<file path="src/hdl/border_flood_hole_fill_macros.svh">
// Assertion helpers used by border_flood_hole_fill.sv.
`ifndef BORDER_FLOOD_HOLE_FILL_MACROS_SVH
`define BORDER_FLOOD_HOLE_FILL_MACROS_SVH

`ifndef SYNTHESIS
`define BFHF_ASSERT(lbl, clk, rstn, prop) \
	lbl: assert property (@(posedge clk) disable iff (!rstn) prop) \
		else $error("assertion failed");
`define BFHF_ASSERT_NEVER(lbl, clk, rstn, cond) \
	lbl: assert property (@(posedge clk) disable iff (!rstn) !(cond)) \
		else $error("forbidden condition seen");
`else
`define BFHF_ASSERT(lbl, clk, rstn, prop)
`define BFHF_ASSERT_NEVER(lbl, clk, rstn, cond)
`endif

`endif

</file>
<file path="src/hdl/bfhf_ram.sv">
module bfhf_ram #(
	parameter int WIDTH = 2,
	parameter int DEPTH = 1024
) (
	input  logic                     clk,
	input  logic                     we,
	input  logic [$clog2(DEPTH)-1:0] waddr,
	input  logic [WIDTH-1:0]         wdata,
	input  logic [$clog2(DEPTH)-1:0] raddr,
	output logic [WIDTH-1:0]         rdata
);

	logic [WIDTH-1:0] mem [DEPTH];

	always_ff @(posedge clk) begin
		if (we) begin
			mem[waddr] <= wdata;
		end
		rdata <= mem[raddr];
	end

endmodule
</file>
<file path="config.mk">
export PLATFORM = sky130hd
export DESIGN_NAME = bfhf_ram
export DESIGN_NICKNAME = d
export VERILOG_FILES = /design/src/hdl/border_flood_hole_fill_macros.svh /design/src/hdl/bfhf_ram.sv
export SDC_FILE = /design/constraint.sdc
export NUM_CORES = 2
export LEC_CHECK = 0
export BUFFER_PORTS_ARGS = -buffer_cell sky130_fd_sc_hd__buf_2
export CORE_MARGIN = 2
export CORE_UTILIZATION = 50
export DETAILED_ROUTE_END_ITERATION = 10
export GPL_TIMING_DRIVEN = 0
export PLACE_DENSITY = 0.65
export SKIP_LAST_GASP = 1
export SLEW_MARGIN = 20
export SYNTH_ARGS = -nofsm -noshare
export SYNTH_HDL_FRONTEND = slang
export SYNTH_SLANG_ARGS = --single-unit
</file>
<file path="constraint.sdc">
create_clock -name clk -period 6.3 [get_ports clk]
set_input_delay 0.945 -clock clk [delete_from_list [all_inputs] [get_ports clk]]
set_output_delay 0.945 -clock clk [all_outputs]
set_load 0.02 [all_outputs]
</file>
## Yosys cells after proc, flatten, opt, wreduce, memory -nomap -nowiden

Memory sizes are Yosys's and may differ from the RTL's. A register that Yosys moved wholly into a read port is not among the register bits.
Cells that the tools add are included.

- Input bits: 24
- Memories: 1
- RAM bits: 2,048
- Bits in registers: 0

- Mux-type cells: 2

Memory list:

| memory | depth | bits a word | rd ports | clocked after Yosys merged registers in | write ports | line | RTL |
|---|---|---|---|---|---|---|---|
| mem | 1,024 | 2 | 1 | 1 | 1 | bfhf_ram.sv:13 | `logic [WIDTH-1:0] mem [DEPTH];` |

Operators by type and width:

| kind | number |
|---|---|
| $mux 1 | 2 |

## Depth between registers and ports, before layout

- Depth in word-level cells: 2
- Mapped depth: 15

## Least setup slack after synthesis

OpenSTA, ideal clock, no wires.

- Kind: input to register
- From: in raddr[0]
- To: reg rdata[1] (read register of mem)
- Cell stages on the path: 12
- Required time: 6.160 ns
- Library setup time: 0.140 ns
- Path slack: 2.993 ns
- Arrival time: 3.167 ns
- Cell sequence: buf_6 buf_12 buf_8 buf_6 buf_6 mux4_2 a221oi_1 o21ai_0 nor3_1 o31ai_1 o31ai_1 nand4_1

RTL lines:

| item | line | RTL |
|---|---|---|
| start, declared | bfhf_ram.sv:9 | `input logic [$clog2(DEPTH)-1:0] raddr,` |
| end, declared | bfhf_ram.sv:10 | `output logic [WIDTH-1:0] rdata` |

==> metrics.txt <==
# TYPE chip_impl_metric gauge
chip_impl_info{name="run_status",value="finished clean"} 1
chip_impl_metric{name="synth-seq-area-share",unit=""} 0.735
chip_impl_metric{name="critical_path.max_fanout",unit=""} 10
chip_impl_metric{name="first_global_vias",unit=""} 49700
chip_impl_metric{name="pwr-share-seq",unit=""} 0.519
chip_impl_metric{name="max_rail_drop_vdd",unit="mV"} 0.326
chip_impl_metric{name="yosysUniqueCellTypes",unit=""} 66
chip_impl_info{name="kind_of_critical_path",value="in2reg"} 1
chip_impl_metric{name="postSynthRegisterBits",unit=""} 2050
chip_impl_metric{name="cp.buffers_inverters",unit=""} 4
chip_impl_metric{name="timing.critical_path.arrival",unit="ps"} 6850
chip_impl_metric{name="area_delta_synth_final",unit="%"} 13.5
chip_impl_metric{name="setup_viol",unit=""} 0
chip_impl_metric{name="grtUsageTotal",unit=""} 0.380
chip_impl_metric{name="grt_max_degree",unit=""} 140
chip_impl_info{name="cp_cell_sequence",value="buf_2 > clkbuf_1 > buf_1 > clkbuf_1 > nand3_1 > a211oi_1 > a21oi_1 > nand4_1 > o21ai_0 > nand4_1 > nand4_1"} 1
chip_impl_info{name="synthFlopType",value="sky130_fd_sc_hd__edfxtp_1"} 1
chip_impl_metric{name="cts_inserted_buffers",unit=""} 202
chip_impl_metric{name="ctsHoldBuffers",unit=""} 0
chip_impl_metric{name="switching_share",unit=""} 0.234
chip_impl_metric{name="clock_insertion_delay_worst_skew",unit="ps"} 870
chip_impl_metric{name="worst_pin_slew",unit="ps"} 1370
chip_impl_metric{name="post-route-min-period",unit="ps"} 6250
chip_impl_metric{name="syn-num-nets",unit=""} 4817
chip_impl_metric{name="ioPinCount",unit=""} 26
chip_impl_metric{name="dr.first_iter.drc_count",unit=""} 11100
chip_impl_info{name="tritoncts",value="done"} 1
chip_impl_metric{name="critical_path.max_stage_delay",unit="ps"} 1010
chip_impl_metric{name="internal-power",unit="mW"} 22.2
chip_impl_info{name="yosys.area.top_type",value="sky130_fd_sc_hd__edfxtp_1"} 1
chip_impl_metric{name="ys_warn_count",unit=""} 0
chip_impl_info{name="worstHoldPathType",value="in2reg"} 1
chip_impl_metric{name="max_clock_freq",unit="GHz"} 0.160
chip_impl_metric{name="netlist.area_leader.share",unit=""} 0.734
chip_impl_info{name="critical-path-top-cell-by-count",value="sky130_fd_sc_hd__nand4_1"} 1
chip_impl_metric{name="placementRows",unit=""} 150
chip_impl_metric{name="drive_above_1_share",unit=""} 0.206
chip_impl_metric{name="cts.repair.resized",unit=""} 0
chip_impl_metric{name="combinationalPowerShare",unit=""} 0.068
chip_impl_metric{name="synthesis.area_per_instance",unit="sq um"} 17.5
chip_impl_metric{name="final-hold-violation-count",unit=""} 0
chip_impl_metric{name="netSwitchingPower",unit="mW"} 6.77
chip_impl_metric{name="detailroute.via_count",unit=""} 52600
chip_impl_metric{name="async_flop_share",unit=""} 0
chip_impl_metric{name="clock_power_share",unit=""} 0.414
chip_impl_metric{name="drt.antenna.violating_nets",unit=""} 0
chip_impl_metric{name="cts-htree-levels",unit=""} 4
chip_impl_metric{name="total_power",unit="mW"} 28.9
chip_impl_info{name="rsz_0062_raised_after_global_routing",value="no"} 1
chip_impl_metric{name="core",unit="sq um"} 167000
chip_impl_metric{name="routed_wl",unit="mm"} 324
chip_impl_metric{name="synth_enable_flop_cells",unit=""} 2048
chip_impl_metric{name="fin_crit_sh",unit=""} 0.992
chip_impl_info{name="cp-end-kind",value="flip-flop"} 1
chip_impl_metric{name="sequential_cell_area",unit="sq um"} 61500
chip_impl_metric{name="critical_path_required",unit="ps"} 6900
chip_impl_metric{name="final_max_slew_viol_count",unit=""} 0
chip_impl_metric{name="fillers",unit=""} 12700
chip_impl_metric{name="route.detailed.drc",unit=""} 0
chip_impl_metric{name="gp_congestion",unit=""} 1.01
chip_impl_info{name="ctsRootBufferMaster",value="sky130_fd_sc_hd__clkbuf_16"} 1
chip_impl_metric{name="initial_utilization",unit=""} 0.502
chip_impl_metric{name="cts_setup_buffers",unit=""} 0
chip_impl_metric{name="final_util",unit=""} 0.570
chip_impl_info{name="final_common_cell",value="sky130_fd_sc_hd__edfxtp_1"} 1
chip_impl_metric{name="detail_route.first_pass.iterations",unit=""} 6
chip_impl_metric{name="post_drt_wl_per_cell",unit="um"} 43.4
chip_impl_metric{name="multiInputGateArea",unit="sq um"} 20200
chip_impl_metric{name="antenna_violations_before_repair",unit=""} 32
chip_impl_info{name="critical_path.startpoint_type",value="input port"} 1
chip_impl_metric{name="grt_overflow",unit=""} 0
chip_impl_metric{name="clock-sinks",unit=""} 2050
chip_impl_metric{name="slew_headroom",unit=""} 0.0774
chip_impl_metric{name="clock_skew",unit="ps"} 49.0
chip_impl_metric{name="power.static_leakage",unit="nW"} 29.3
chip_impl_metric{name="finalNetCount",unit=""} 5114
chip_impl_metric{name="detail_route.vias_per_cell",unit=""} 7.02
chip_impl_info{name="most_frequent_cells_in_the_layout",value="2048 x sky130_fd_sc_hd__edfxtp_1, 1049 x sky130_fd_sc_hd__nor2_1, 449 x sky130_fd_sc_hd__mux4_2"} 1
chip_impl_metric{name="syn-instance-count",unit=""} 4793
chip_impl_metric{name="synthesis.area",unit="sq um"} 83800
chip_impl_metric{name="die_w",unit="um"} 413
chip_impl_metric{name="die_footprint",unit="sq um"} 171000
chip_impl_metric{name="max-cap-violations",unit=""} 0
chip_impl_info{name="yosys-top-cells-area",value="sky130_fd_sc_hd__edfxtp_1 73%, sky130_fd_sc_hd__mux4_2 12%, sky130_fd_sc_hd__nor2_1 4.7%"} 1
chip_impl_metric{name="grt_pass1_wl",unit="mm"} 425
chip_impl_metric{name="dp_hpwl",unit="mm"} 215
chip_impl_metric{name="setup-tns-final",unit="ps"} 0
chip_impl_metric{name="power.density_cell_area",unit="nW/um^2"} 304
chip_impl_metric{name="clkSlewWorstSetupHoldPaths",unit="ps"} 60
chip_impl_metric{name="numPortBuffers",unit=""} 23
chip_impl_metric{name="fp.dieH",unit="um"} 413
chip_impl_metric{name="cts_buffer_depth",unit=""} 3
chip_impl_info{name="cell_at_the_slowest_stage_of_the_critical_path",value="sky130_fd_sc_hd__nand3_1"} 1
chip_impl_info{name="timing.critical_path.max_delay_family",value="buffers and inverters"} 1
[layout make-up]
type | count | share of cell area
Clock inverter | 115 | 0.0120
Sequential cell | 2050 | 0.647
Buffer | 396 | 0.0236
Inverter | 6 | 0.000237
Multi-Input combinational cell | 2341 | 0.212
Tap cell | 2204 | 0.0290
Antenna cell | 29 | 0.000763
Timing Repair Buffer | 93 | 0.0193
Clock buffer | 250 | 0.0555
[through the flow]
stage          std cells  hold WS (ps)  worst slack, ps  area, sq um
6_report            7484           552             49.1        95100
5_1_grt             7455           561              610        95000
4_1_cts             7455           500              679        95000
3_5_place_dp        7090          1310             -210        88600
3_3_place_gp        7020          1320            -9060        86600
2_1_floorplan       4793           812             2990        83800
[cells in the mapped netlist, types with 36 or more instances]
library cell	instances
sky130_fd_sc_hd__mux2i_1	205
sky130_fd_sc_hd__mux4_2	449
sky130_fd_sc_hd__o22ai_1	45
sky130_fd_sc_hd__o221ai_1	82
sky130_fd_sc_hd__nand2_1	96
sky130_fd_sc_hd__nand3_1	39
sky130_fd_sc_hd__nor2_1	1054
sky130_fd_sc_hd__buf_1	54
sky130_fd_sc_hd__a22oi_1	45
sky130_fd_sc_hd__clkbuf_1	239
sky130_fd_sc_hd__o21ai_0	36
sky130_fd_sc_hd__nor3_1	45
sky130_fd_sc_hd__a21oi_1	70
sky130_fd_sc_hd__edfxtp_1	2048
[power by group through the flow]
stage	clock network, mW	registers, mW	logic (mW)
3_5_place_dp	0	15.3	1.85
3_3_place_gp	0	15.5	1.76
5_1_grt	12.4	15.0	1.92
2_1_floorplan	0	15.3	0.783
4_1_cts	11.9	15.0	1.86
6_report	12.0	15.0	1.95
[flip-flops by register name (all words and copies together), names as in the netlist]
signal / flops
rdata: 2
mem: 2048
[routing by layer]
layer / global-route usage / wire length [um]
met1: 0.487 / 108000
met2: 0.543 / 139000
met3: 0.143 / 51600
met4: 0.252 / 25800
met5: 0 / 150
[cells by family (layout without fill, tap and decap cells)]
kind of cell           after synthesis  after routing  share of synthesized area
flip-flops                        2050           2050                      0.735
AND/OR/NAND/NOR                   1324           1324                     0.0640
multiplexers                       664            664                      0.147
buffers and inverters              402            860                     0.0249
AO/OA/AOI/OAI                      353            353                     0.0298
other                                0             29                          0
[final timing paths]
kind,startpoint,to,cells after the start,slack [ps]
min reg2reg,mem[310][0]$_DFFE_PP_,rdata[0]$_DFF_P_,6,1380
min,wdata[1],mem[53][1]$_DFFE_PP_,1,550
max,raddr[3],rdata[0]$_DFF_P_,11,50
max reg2reg,mem[641][1]$_DFFE_PP_,rdata[1]$_DFF_P_,8,2700
Power figures use the tool's default switching activity.
